**config.mk**
```make
export PLATFORM = sky130hd
export DESIGN_NAME = max_tracking_fifo_top
export DESIGN_NICKNAME = d
export VERILOG_FILES = /design/src/sv/mtf_pkg.sv /design/src/sv/max_tracking_fifo_top.sv /design/src/sv/mtf_stack.sv /design/src/sv/mtf_ctrl.sv
export VERILOG_INCLUDE_DIRS = /design/src /design/src/sv
export SDC_FILE = /design/constraint.sdc
export NUM_CORES = 2
export LEC_CHECK = 0
export BUFFER_PORTS_ARGS = -buffer_cell sky130_fd_sc_hd__buf_2
export CORE_ASPECT_RATIO = 1.2
export CORE_MARGIN = 1.5
export CORE_UTILIZATION = 48
export CTS_BUF_LIST = sky130_fd_sc_hd__clkbuf_16
export CTS_CLUSTER_SIZE = 8
export DETAILED_ROUTE_END_ITERATION = 10
export PLACE_DENSITY_LB_ADDON = 0.25
export SLEW_MARGIN = 5
export SYNTH_ARGS = -nofsm -noshare
export SYNTH_HDL_FRONTEND = slang
export SYNTH_SLANG_ARGS = --single-unit
```
**constraint.sdc**
```tcl
create_clock -name clk -period 10 [get_ports clk]
set_clock_uncertainty 0.1 [all_clocks]
set_input_delay 1 -clock clk [delete_from_list [all_inputs] [get_ports clk]]
set_output_delay 1 -clock clk [all_outputs]
set_load 0.01 [all_outputs]
```
**src/sv/max_tracking_fifo_top_defines.svh**
```systemverilog
// Assertion macros shared by the max-tracking FIFO modules.
// Each macro expects clk and arst_n in scope of the module that uses it.
`ifndef MAX_TRACKING_FIFO_TOP_DEFINES_SVH
`define MAX_TRACKING_FIFO_TOP_DEFINES_SVH

`define MTF_ASSERT_NOW(label, ante, cons, msg) \
	label: assert property (@(posedge clk) disable iff (!arst_n) (ante) |-> (cons)) \
		else $error(msg);

`define MTF_ASSERT_NEXT(label, ante, cons, msg) \
	label: assert property (@(posedge clk) disable iff (!arst_n) (ante) |=> (cons)) \
		else $error(msg);

`endif

```
**src/sv/mtf_pkg.sv**
```systemverilog
// Types and codes for the max-tracking FIFO.
// No dependencies; imported by every module of the block.
package mtf_pkg;

	localparam logic OP_ENQ = 1'b0;
	localparam logic OP_DEQ = 1'b1;

	localparam logic [1:0] STAT_OK    = 2'd0;
	localparam logic [1:0] STAT_EMPTY = 2'd1;
	localparam logic [1:0] STAT_FULL  = 2'd2;

	typedef struct packed {
		logic               operation;
		logic signed [31:0] value_in;
	} mtf_in_t;

	typedef struct packed {
		logic signed [31:0] value_out;
		logic signed [31:0] max_value;
		logic               max_valid;
		logic [1:0]         status;
	} mtf_out_t;

	typedef struct packed {
		logic push;
		logic pop;
	} stack_cmd_t;

	typedef enum logic [2:0] {
		S_IDLE,
		S_XFER_WR,
		S_XFER_RD,
		S_POP_RD,
		S_POP_VAL,
		S_POP_WAIT,
		S_POP_MAX,
		S_REPORT
	} mtf_state_t;

endpackage

```
**src/sv/max_tracking_fifo_top.sv**
```systemverilog
// Max-tracking FIFO of signed words built from two stacks in synchronous memories.
// An enqueue or failed dequeue strobes done in the cycle after start is taken; a new start
// is taken only while idle. A dequeue refills an empty output stack, then pops it.
// Each stack has a single registered read port; a move alternates write and read states.
// The receiver cannot stall: done marks each result for one cycle; arst_n empties both stacks.
module max_tracking_fifo_top
	import mtf_pkg::*;
#(
	parameter int QUEUE_DEPTH = 16,
	parameter int WORD_WIDTH  = 32
) (
	input  logic     clk,
	input  logic     arst_n,
	input  logic     start,
	input  mtf_in_t  item,
	output logic     busy,
	output logic     done,
	output mtf_out_t result
);

	localparam int CW = $clog2(QUEUE_DEPTH + 1);
	localparam int IW = (WORD_WIDTH < 32) ? WORD_WIDTH : 32;

	logic [WORD_WIDTH-1:0] word_in;
	logic [CW-1:0]         in_cnt;
	logic [CW-1:0]         out_cnt;
	logic [WORD_WIDTH-1:0] in_rd_val;
	logic [WORD_WIDTH-1:0] in_rd_max;
	logic [WORD_WIDTH-1:0] out_rd_val;
	logic [WORD_WIDTH-1:0] out_rd_max;
	logic [WORD_WIDTH-1:0] in_push_max;
	logic [WORD_WIDTH-1:0] out_push_max;
	logic [WORD_WIDTH-1:0] value_w;
	logic [WORD_WIDTH-1:0] max_w;
	logic                  max_valid;
	logic [1:0]            status;
	stack_cmd_t            in_cmd;
	stack_cmd_t            out_cmd;

	assign word_in = WORD_WIDTH'(item.value_in[IW-1:0]);

	mtf_ctrl #(
		.DEPTH(QUEUE_DEPTH),
		.W    (WORD_WIDTH)
	) u_ctrl (
		.clk         (clk),
		.arst_n      (arst_n),
		.start       (start),
		.op          (item.operation),
		.word_in     (word_in),
		.in_cnt      (in_cnt),
		.out_cnt     (out_cnt),
		.in_rd_val   (in_rd_val),
		.in_rd_max   (in_rd_max),
		.out_rd_val  (out_rd_val),
		.out_rd_max  (out_rd_max),
		.in_cmd      (in_cmd),
		.out_cmd     (out_cmd),
		.in_push_max (in_push_max),
		.out_push_max(out_push_max),
		.busy        (busy),
		.done        (done),
		.value_out   (value_w),
		.max_value   (max_w),
		.max_valid   (max_valid),
		.status      (status)
	);

	mtf_stack #(
		.DEPTH(QUEUE_DEPTH),
		.W    (WORD_WIDTH)
	) u_in_stack (
		.clk     (clk),
		.arst_n  (arst_n),
		.cmd     (in_cmd),
		.push_val(word_in),
		.push_max(in_push_max),
		.cnt     (in_cnt),
		.rd_val  (in_rd_val),
		.rd_max  (in_rd_max)
	);

	mtf_stack #(
		.DEPTH(QUEUE_DEPTH),
		.W    (WORD_WIDTH)
	) u_out_stack (
		.clk     (clk),
		.arst_n  (arst_n),
		.cmd     (out_cmd),
		.push_val(in_rd_val),
		.push_max(out_push_max),
		.cnt     (out_cnt),
		.rd_val  (out_rd_val),
		.rd_max  (out_rd_max)
	);

	generate
		if (WORD_WIDTH >= 32) begin : g_trunc
			assign result.value_out = value_w[31:0];
			assign result.max_value = max_w[31:0];
		end else begin : g_sext
			assign result.value_out = 32'($signed(value_w));
			assign result.max_value = 32'($signed(max_w));
		end
	endgenerate

	assign result.max_valid = max_valid;
	assign result.status    = status;

endmodule

```
**src/sv/mtf_stack.sv**
```systemverilog
// One stack of the FIFO: synchronous memory of {max, value} words and its fill count.
// The read port is registered and fetches the current top entry (address 0 when empty).
// Depends on mtf_pkg and max_tracking_fifo_top_defines.svh.
`include "max_tracking_fifo_top_defines.svh"

module mtf_stack
	import mtf_pkg::*;
#(
	parameter int DEPTH = 16,
	parameter int W     = 32
) (
	input  logic                       clk,
	input  logic                       arst_n,
	input  stack_cmd_t                 cmd,
	input  logic [W-1:0]               push_val,
	input  logic [W-1:0]               push_max,
	output logic [$clog2(DEPTH+1)-1:0] cnt,
	output logic [W-1:0]               rd_val,
	output logic [W-1:0]               rd_max
);

	localparam int CW = $clog2(DEPTH + 1);
	localparam int AW = $clog2(DEPTH);

	logic [CW-1:0]  cnt_q;
	logic [CW-1:0]  cnt_dec;
	logic [AW-1:0]  rd_addr;
	logic [AW-1:0]  wr_addr;
	logic [2*W-1:0] mem [DEPTH];
	logic [2*W-1:0] rd_q;

	assign cnt_dec = cnt_q - CW'(1);
	assign rd_addr = (cnt_q == '0) ? '0 : cnt_dec[AW-1:0];
	assign wr_addr = cnt_q[AW-1:0];

	always_ff @(posedge clk or negedge arst_n) begin
		if (!arst_n) begin
			cnt_q <= '0;
		end else if (cmd.push) begin
			cnt_q <= cnt_q + CW'(1);
		end else if (cmd.pop) begin
			cnt_q <= cnt_dec;
		end
	end

	always_ff @(posedge clk) begin
		if (cmd.push) begin
			mem[wr_addr] <= {push_max, push_val};
		end
		rd_q <= mem[rd_addr];
	end

	assign cnt    = cnt_q;
	assign rd_val = rd_q[W-1:0];
	assign rd_max = rd_q[2*W-1:W];

	`MTF_ASSERT_NOW(a_single_cmd, cmd.push, !cmd.pop, "stack push and pop together")
	`MTF_ASSERT_NOW(a_no_overflow, cmd.push, cnt_q < CW'(DEPTH), "push onto full stack")
	`MTF_ASSERT_NOW(a_no_underflow, cmd.pop, cnt_q != '0, "pop from empty stack")
	`MTF_ASSERT_NEXT(a_push_count, cmd.push, cnt_q == $past(cnt_q) + CW'(1), "count lost a push")

endmodule

```
**src/sv/mtf_ctrl.sv**
```systemverilog
// Sequencer of the FIFO: enqueue, stack transfer, dequeue and result report.
// Tracks the stack-top maxima and drives both stacks through command structs.
// Depends on mtf_pkg and max_tracking_fifo_top_defines.svh.
`include "max_tracking_fifo_top_defines.svh"

module mtf_ctrl
	import mtf_pkg::*;
#(
	parameter int DEPTH = 16,
	parameter int W     = 32
) (
	input  logic                       clk,
	input  logic                       arst_n,
	input  logic                       start,
	input  logic                       op,
	input  logic [W-1:0]               word_in,
	input  logic [$clog2(DEPTH+1)-1:0] in_cnt,
	input  logic [$clog2(DEPTH+1)-1:0] out_cnt,
	input  logic [W-1:0]               in_rd_val,
	input  logic [W-1:0]               in_rd_max,
	input  logic [W-1:0]               out_rd_val,
	input  logic [W-1:0]               out_rd_max,
	output stack_cmd_t                 in_cmd,
	output stack_cmd_t                 out_cmd,
	output logic [W-1:0]               in_push_max,
	output logic [W-1:0]               out_push_max,
	output logic                       busy,
	output logic                       done,
	output logic [W-1:0]               value_out,
	output logic [W-1:0]               max_value,
	output logic                       max_valid,
	output logic [1:0]                 status
);

	localparam int CW = $clog2(DEPTH + 1);

	mtf_state_t    state_q;
	mtf_state_t    state_d;
	logic [W-1:0]  in_top_max_q;
	logic [W-1:0]  out_top_max_q;
	logic [W-1:0]  value_q;
	logic [1:0]    status_q;
	logic [CW:0]   total;
	logic          full;
	logic          in_nonempty;
	logic          out_nonempty;
	logic          accept;

	assign total        = {1'b0, in_cnt} + {1'b0, out_cnt};
	assign full         = total >= (CW+1)'(DEPTH);
	assign in_nonempty  = in_cnt != '0;
	assign out_nonempty = out_cnt != '0;
	assign accept       = start && (state_q == S_IDLE);

	always_comb begin
		state_d = state_q;
		case (state_q)
			S_IDLE: begin
				if (start) begin
					if (op == OP_ENQ) begin
						state_d = S_REPORT;
					end else if (out_nonempty) begin
						state_d = S_POP_VAL;
					end else if (in_nonempty) begin
						state_d = S_XFER_WR;
					end else begin
						state_d = S_REPORT;
					end
				end
			end
			S_XFER_WR: begin
				state_d = (in_cnt == CW'(1)) ? S_POP_RD : S_XFER_RD;
			end
			S_XFER_RD:  state_d = S_XFER_WR;
			S_POP_RD:   state_d = S_POP_VAL;
			S_POP_VAL: begin
				state_d = (out_cnt == CW'(1)) ? S_REPORT : S_POP_WAIT;
			end
			S_POP_WAIT: state_d = S_POP_MAX;
			S_POP_MAX:  state_d = S_REPORT;
			S_REPORT:   state_d = S_IDLE;
			default:    state_d = S_IDLE;
		endcase
	end

	always_comb begin
		in_cmd.push  = accept && (op == OP_ENQ) && !full;
		in_cmd.pop   = state_q == S_XFER_WR;
		out_cmd.push = state_q == S_XFER_WR;
		out_cmd.pop  = state_q == S_POP_VAL;
		busy         = state_q != S_IDLE;
		done         = state_q == S_REPORT;

		in_push_max = word_in;
		if (in_nonempty && !($signed(word_in) >= $signed(in_rd_max))) begin
			in_push_max = in_rd_max;
		end
		out_push_max = in_rd_val;
		if (out_nonempty && !($signed(in_rd_val) >= $signed(out_top_max_q))) begin
			out_push_max = out_top_max_q;
		end

		value_out = value_q;
		status    = status_q;
		max_valid = in_nonempty || out_nonempty;
		max_value = '0;
		if (in_nonempty && out_nonempty) begin
			max_value = ($signed(in_top_max_q) >= $signed(out_top_max_q)) ?
				in_top_max_q : out_top_max_q;
		end else if (in_nonempty) begin
			max_value = in_top_max_q;
		end else if (out_nonempty) begin
			max_value = out_top_max_q;
		end
	end

	always_ff @(posedge clk or negedge arst_n) begin
		if (!arst_n) begin
			state_q <= S_IDLE;
		end else begin
			state_q <= state_d;
		end
	end

	always_ff @(posedge clk) begin
		if (accept) begin
			value_q <= '0;
			if (op == OP_ENQ) begin
				status_q <= full ? STAT_FULL : STAT_OK;
			end else begin
				status_q <= (in_nonempty || out_nonempty) ? STAT_OK : STAT_EMPTY;
			end
		end
		if (in_cmd.push) begin
			in_top_max_q <= in_push_max;
		end
		if (out_cmd.push) begin
			out_top_max_q <= out_push_max;
		end
		if (state_q == S_POP_VAL) begin
			value_q <= out_rd_val;
		end
		if (state_q == S_POP_MAX) begin
			out_top_max_q <= out_rd_max;
		end
	end

	`MTF_ASSERT_NEXT(a_done_pulse, done, !done, "result strobe longer than one cycle")
	`MTF_ASSERT_NEXT(a_empty_deq, accept && op == OP_DEQ && !in_nonempty && !out_nonempty, done && status == STAT_EMPTY, "empty dequeue not reported")
	`MTF_ASSERT_NEXT(a_full_hold, accept && op == OP_ENQ && full, in_cnt == $past(in_cnt) && out_cnt == $past(out_cnt), "full enqueue changed the queue")
	`MTF_ASSERT_NOW(a_pop_nonempty, state_q == S_POP_VAL, out_nonempty, "pop state with empty output stack")

endmodule
```
Word-level counts from Yosys, hierarchy flattened
Memory sizes are Yosys's and may differ from the RTL's. A register that Yosys moved wholly into a read port is not among the register bits. Cells that the tools add are included.

Bitwise gates (word level): 1. Mux-type cells: 30. Add/subtract/negate cells: 5. $lt $le $gt $ge: 4. Eq/ne operators: 10. Reduce and logical (&&, ||, !) cells: 20.

Operator list (count): two-way mux 32 bit (10); >= comparator 32 bit (3); one-hot mux 3 bit (8 select lines) (1); two-way mux 5 bit (4); == test 3 bit, second input constant (4); two-way mux 3 bit (4); adder 5 x 1 -> 5 bit, second input constant (2); == test 5 x 1 -> 1 bit, second input constant (2); logical NOT 5 bit (2); nonzero test 5 bit (2); subtractor 5 x 1 -> 5 bit, second input constant (2); two-way mux 4 bit (2); nonzero test 2 bit (4); adder 5 x 5 -> 6 bit (1); == test 3 x 2 -> 1 bit, second input constant (2); >= comparator 6 x 5 -> 1 bit, second input constant (1); logical AND 1 bit (6); two-way mux 1 bit (6); two-way mux 2 bit (3); == test 3 x 1 -> 1 bit, second input constant (1); logical NOT 1 bit (3); logical NOT 3 bit (1); nonzero test 3 bit (1); inequality test 2 bit, second input constant (1); other kinds (2) (2).

Bits of input ports: 36. Bits in writable memories: 2048. Register bits: 111. Output and inout port bits: 69. Logic and storage cells: 79. Memories kept: 2.

Memories: u_in_stack.mem (words 16, width 64, rd ports 1, clocked after Yosys merged registers in 1, write ports 1, line mtf_stack.sv:29) `logic [2*W-1:0] mem [DEPTH];`; u_out_stack.mem (words 16, width 64, rd ports 1, clocked after Yosys merged registers in 1, write ports 1, line mtf_stack.sv:29).

Logic depth before layout (Yosys ltp)
Depth in word-level cells: 6. Depth in mapped cells: 16. Mapped depth without buffers: 9.

Cells and area by module
A second synthesis with hierarchy kept.

Cells, all modules: 5749. Area, all modules: 92531.2 um^2.

Modules (own cells, without submodules): mtf_stack (instances 2, area an instance 41878.9 um^2, cells an instance 2425, seq. area each 32155.8 um^2); mtf_ctrl (instances 1, area an instance 8765.9 um^2, cells an instance 898, seq. area each 3017.9 um^2); max_tracking_fifo_top (instances 1, area an instance 7.5 um^2, cells an instance 1, seq. area each 0.0 um^2).

Worst setup path before layout
OpenSTA, ideal clock, no wires.

Path kind: register to register. Start: register u_in_stack.cnt_q[1] (netlist: u_in_stack.cnt[1]). End: memory u_in_stack.mem[10][0] (netlist bit) (enable). Stages on the path, launching flop included: 8. Period minus slack after synthesis: 9720 ps. Arrival: 9041 ps. Slack: 280 ps. Cell sequence: dfrtp_1 -> ha_1 -> a31o_2 -> a21oi_1 -> o21ai_0 -> nor3_1 -> nand2_1 -> nor3b_1.

RTL lines: start, declared (line mtf_stack.sv:25) `logic [CW-1:0] cnt_q;`; start signal, assigned (line mtf_stack.sv:40) `cnt_q <= cnt_q + CW'(1);`; start signal, assigned (line mtf_stack.sv:42) `cnt_q <= cnt_dec;`; end, declared (line mtf_stack.sv:29).

==> run metrics <==
status finished, final reports clean; f_max 146 MHz; area of the multi-input gates 22,100 um^2; Antenna Nets Post-Route 0; Async S/R FF share, synth 0.00568; most common flop cell mapped by yosys edfxtp_1; Die X 401 um; clock root cell clkbuf_16; nets 5,743; Syn Nets 5,568; top-count cell post-synth edfxtp_1; final worst path period share 0.685; Crit Path Category flop to output port; setup_tns 0 ns; register area 67,300 um^2; CTS buffer count 336; # fillers 14,600; Arr. time, crit path 5.75 ns; DRC Markers 0; setup violators final 0; Final Hold Vio Count 0; clock slew at reported path FFs 0.05 ns; GRT Total Usage 0.254; gpl congestion 0.884; crit start category flop; largest net degree at the start of global routing 193; CP Capture Point result[15]; CTS H-tree lvls 5; final instance area 104,000 um^2; drt first-iter violations 5,939; Worst R2R Path Depth 10; Die Ht 480 um; dpl hpwl 128,000 um; Tot Pwr 37.9 mW; Post-CTS Setup Bufs 0; Tightest Hold Check Type input pin to flop; GRT overflow 0; Setup crit start u_out_stack.cnt[0]; RSZ-0062 raised after global routing no; # rows 175; Gate Count Post-Synth 5,423; min Tclk post-route 6.85 ns; R2R setup slack 3.82 ns; leading area contributor after synthesis edfxtp_1; placed inst area 94,500 um^2; clock tree buffer depth 4; post-synth top area share 0.707; reg2reg start u_out_stack.cnt[0]; Warnings, synthesis 0; VDD IR max 0.000397 V; Power Density 365 nW/um^2; Initial Util 0.482; Leakage 35.0 nW; DR WL/cell 29.6 um; Syn Std Cell Area 91,100 um^2; clk_lat worst skew 0.94 ns; post-synth cell types 65; post-cts sizing count 0; kind of end point of the critical path output port; core area 189,000 um^2; layout cells sized above 1 0.166; slew margin rel. 0.135; top post-synthesis cells by count 2,146 x edfxtp_1, 409 x nand2_1, 322 x clkbuf_1; setup ws final 3.15 ns; die area 192,000 um^2; max-cap viol count 0; Mapped Avg Cell Area 16.8 um^2; FF-to-FF End u_out_stack.rd_q[42]; number of global-route vias before repair 51,800; Total Wirelength 246,000 um; crit path max fanout 32; CP Data Required Time 8.90 ns; Slew @ Worst Pin 1.29 ns; Clock Sinks 2,287; area added between synthesis and finish 14.0%; initial antenna violation count 14; Via density 6.28; Buffers on Ports 104; CTS tree done; Post-synth EDFFs 2,146; Pre-Repair DR Iteration Count 6; pre-CTS worst setup slack 3.87 ns; top post-synthesis cells by area edfxtp_1 71%, mux4_2 7.7%, dfxtp_1 2.8%, or3_1 1.8%, a211oi_1 1.8%; Slew Limit Fails 0; #FFs+latches synth 2,287; Boundary Pins 105; first-pass GRT wire length 357,000 um; via count 52,100; post-synthesis sequential area ratio 0.739
==> routing by layer <==
layer | routed length [um] | GRT usage | vias to the layer above | part of all wire
li1 | - | - | 22100 | -
met1 | 98100 | 0.342 | 27100 | 0.40
met2 | 119000 | 0.416 | 2357 | 0.49
met3 | 20500 | 0.0484 | 449 | 0.084
met4 | 7740 | 0.0860 | 6 | 0.031
met5 | 31 | 0 | - | 0.00013
==> cells in the final DEF (no fill, tap or decap), types with 6 or more instances in the layout <==
| cell | n |
|---|---|
| and3_1 | 149 |
| edfxtp_1 | 2146 |
| o221ai_1 | 9 |
| dfxtp_1 | 128 |
| nand3_1 | 45 |
| nand4b_1 | 32 |
| mux2_1 | 35 |
| mux2i_1 | 9 |
| clkbuf_16 | 341 |
| nor4_1 | 21 |
| buf_4 | 115 |
| nand4_1 | 52 |
| xnor2_1 | 11 |
| nor2_1 | 12 |
| a211oi_1 | 213 |
| nor2_4 | 11 |
| nand2_1 | 408 |
| mux4_2 | 311 |
| mux2_4 | 10 |
| inv_1 | 300 |
| or3_1 | 257 |
| a21o_1 | 18 |
| nand2b_1 | 6 |
| dfrtp_1 | 11 |
| nor3_1 | 11 |
| a21oi_1 | 45 |
| and2_1 | 95 |
| o211ai_1 | 188 |
| a31oi_1 | 187 |
| o21ai_0 | 268 |
| buf_12 | 8 |
| a22o_1 | 32 |
| buf_2 | 104 |
| and2_4 | 20 |
| ha_1 | 108 |
==> sequential cells by signal, summed over array words and instances (netlist names) <==
| name | flops |
|---|---|
| u_ctrl.in_top_max_q | 32 |
| u_ctrl.out_top_max_q | 32 |
| u_ctrl.state_q | 3 |
| u_ctrl.status | 2 |
| u_ctrl.value_out | 32 |
| u_in_stack.cnt | 5 |
| u_in_stack.mem | 1024 |
| u_in_stack.rd_q | 64 |
| u_out_stack.cnt | 5 |
| u_out_stack.mem | 1024 |
| u_out_stack.rd_q | 64 |
==> critical path, stage by stage, from the launching register on <==
cell and delay, ns:
dfrtp_4 0.74, buf_4 0.60, clkinv_1 0.80, ha_1 0.64, nand2_1 0.26, o21a_1 0.18, nor3b_1 0.30, a211o_1 0.87
a22o_1 0.27, buf_2 0.14
==> per-stage QoR <==
stage | hold slack (ns) | utilization | instances
floorplan | 0.382 | - | 5423
global placement | 0.399 | 0.500 | 7735
detailed placement | 0.395 | 0.500 | 7735
CTS | 0.277 | 0.550 | 8280
global route | 0.309 | 0.550 | 8283
finish | 0.335 | 0.550 | 8285
==> kinds of logic after synthesis <==
kind of cell | after synthesis | synth area share
mux | 369 | 0.0843
simple gates | 1149 | 0.0673
buf+inv | 499 | 0.0212
compound gates | 998 | 0.0722
flops | 2287 | 0.739
xor+xnor | 12 | 0.00115
fa+ha+maj | 109 | 0.0150
==> area by class of cell <==
type                       instances  share of cell area
antenna                            3           0.0000722
clock buffer                     341              0.0821
clock inverter                   203             0.00798
inverter                         108             0.00397
multi-input combinational       2637               0.213
sequential                      2287               0.648
tap                             2478              0.0298
timing repair buffer             228              0.0150
==> report_power, final <==
group	switching, mW	leakage (nW)	internal, mW	total [mW]
registers	0.623	20.6	13.1	13.7
clock network	3.88	5.28	6.04	9.92
logic	9.22	9.12	5.06	14.3
total	13.7	35.0	24.2	37.9
==> repair_timing <==
| item | 4_1_cts | 5_1_grt |
|---|---|---|
| endpoints found under the hold margin | 13 | 0 |
| setup endpoints to repair | 0 | 0 |
| hold buffers | 1 | 0 |
==> how the worst min path moves through the flow <==
stage                    startpoint              endpoint  cells past startpoint  slack [ns]
2_1_floorplan   u_out_stack.rd_q[0]   u_ctrl.value_out[0]                      1        0.38
3_3_place_gp   u_out_stack.rd_q[18]  u_ctrl.value_out[18]                      1        0.40
3_5_place_dp   u_out_stack.rd_q[17]  u_ctrl.value_out[17]                      1        0.39
4_1_cts                       start     u_ctrl.state_q[0]                      3        0.28
5_1_grt                       start     u_ctrl.state_q[0]                      3        0.31
6_report                      start     u_ctrl.state_q[0]                      3        0.34
No activity file was read; power rests on OpenSTA's default activity.
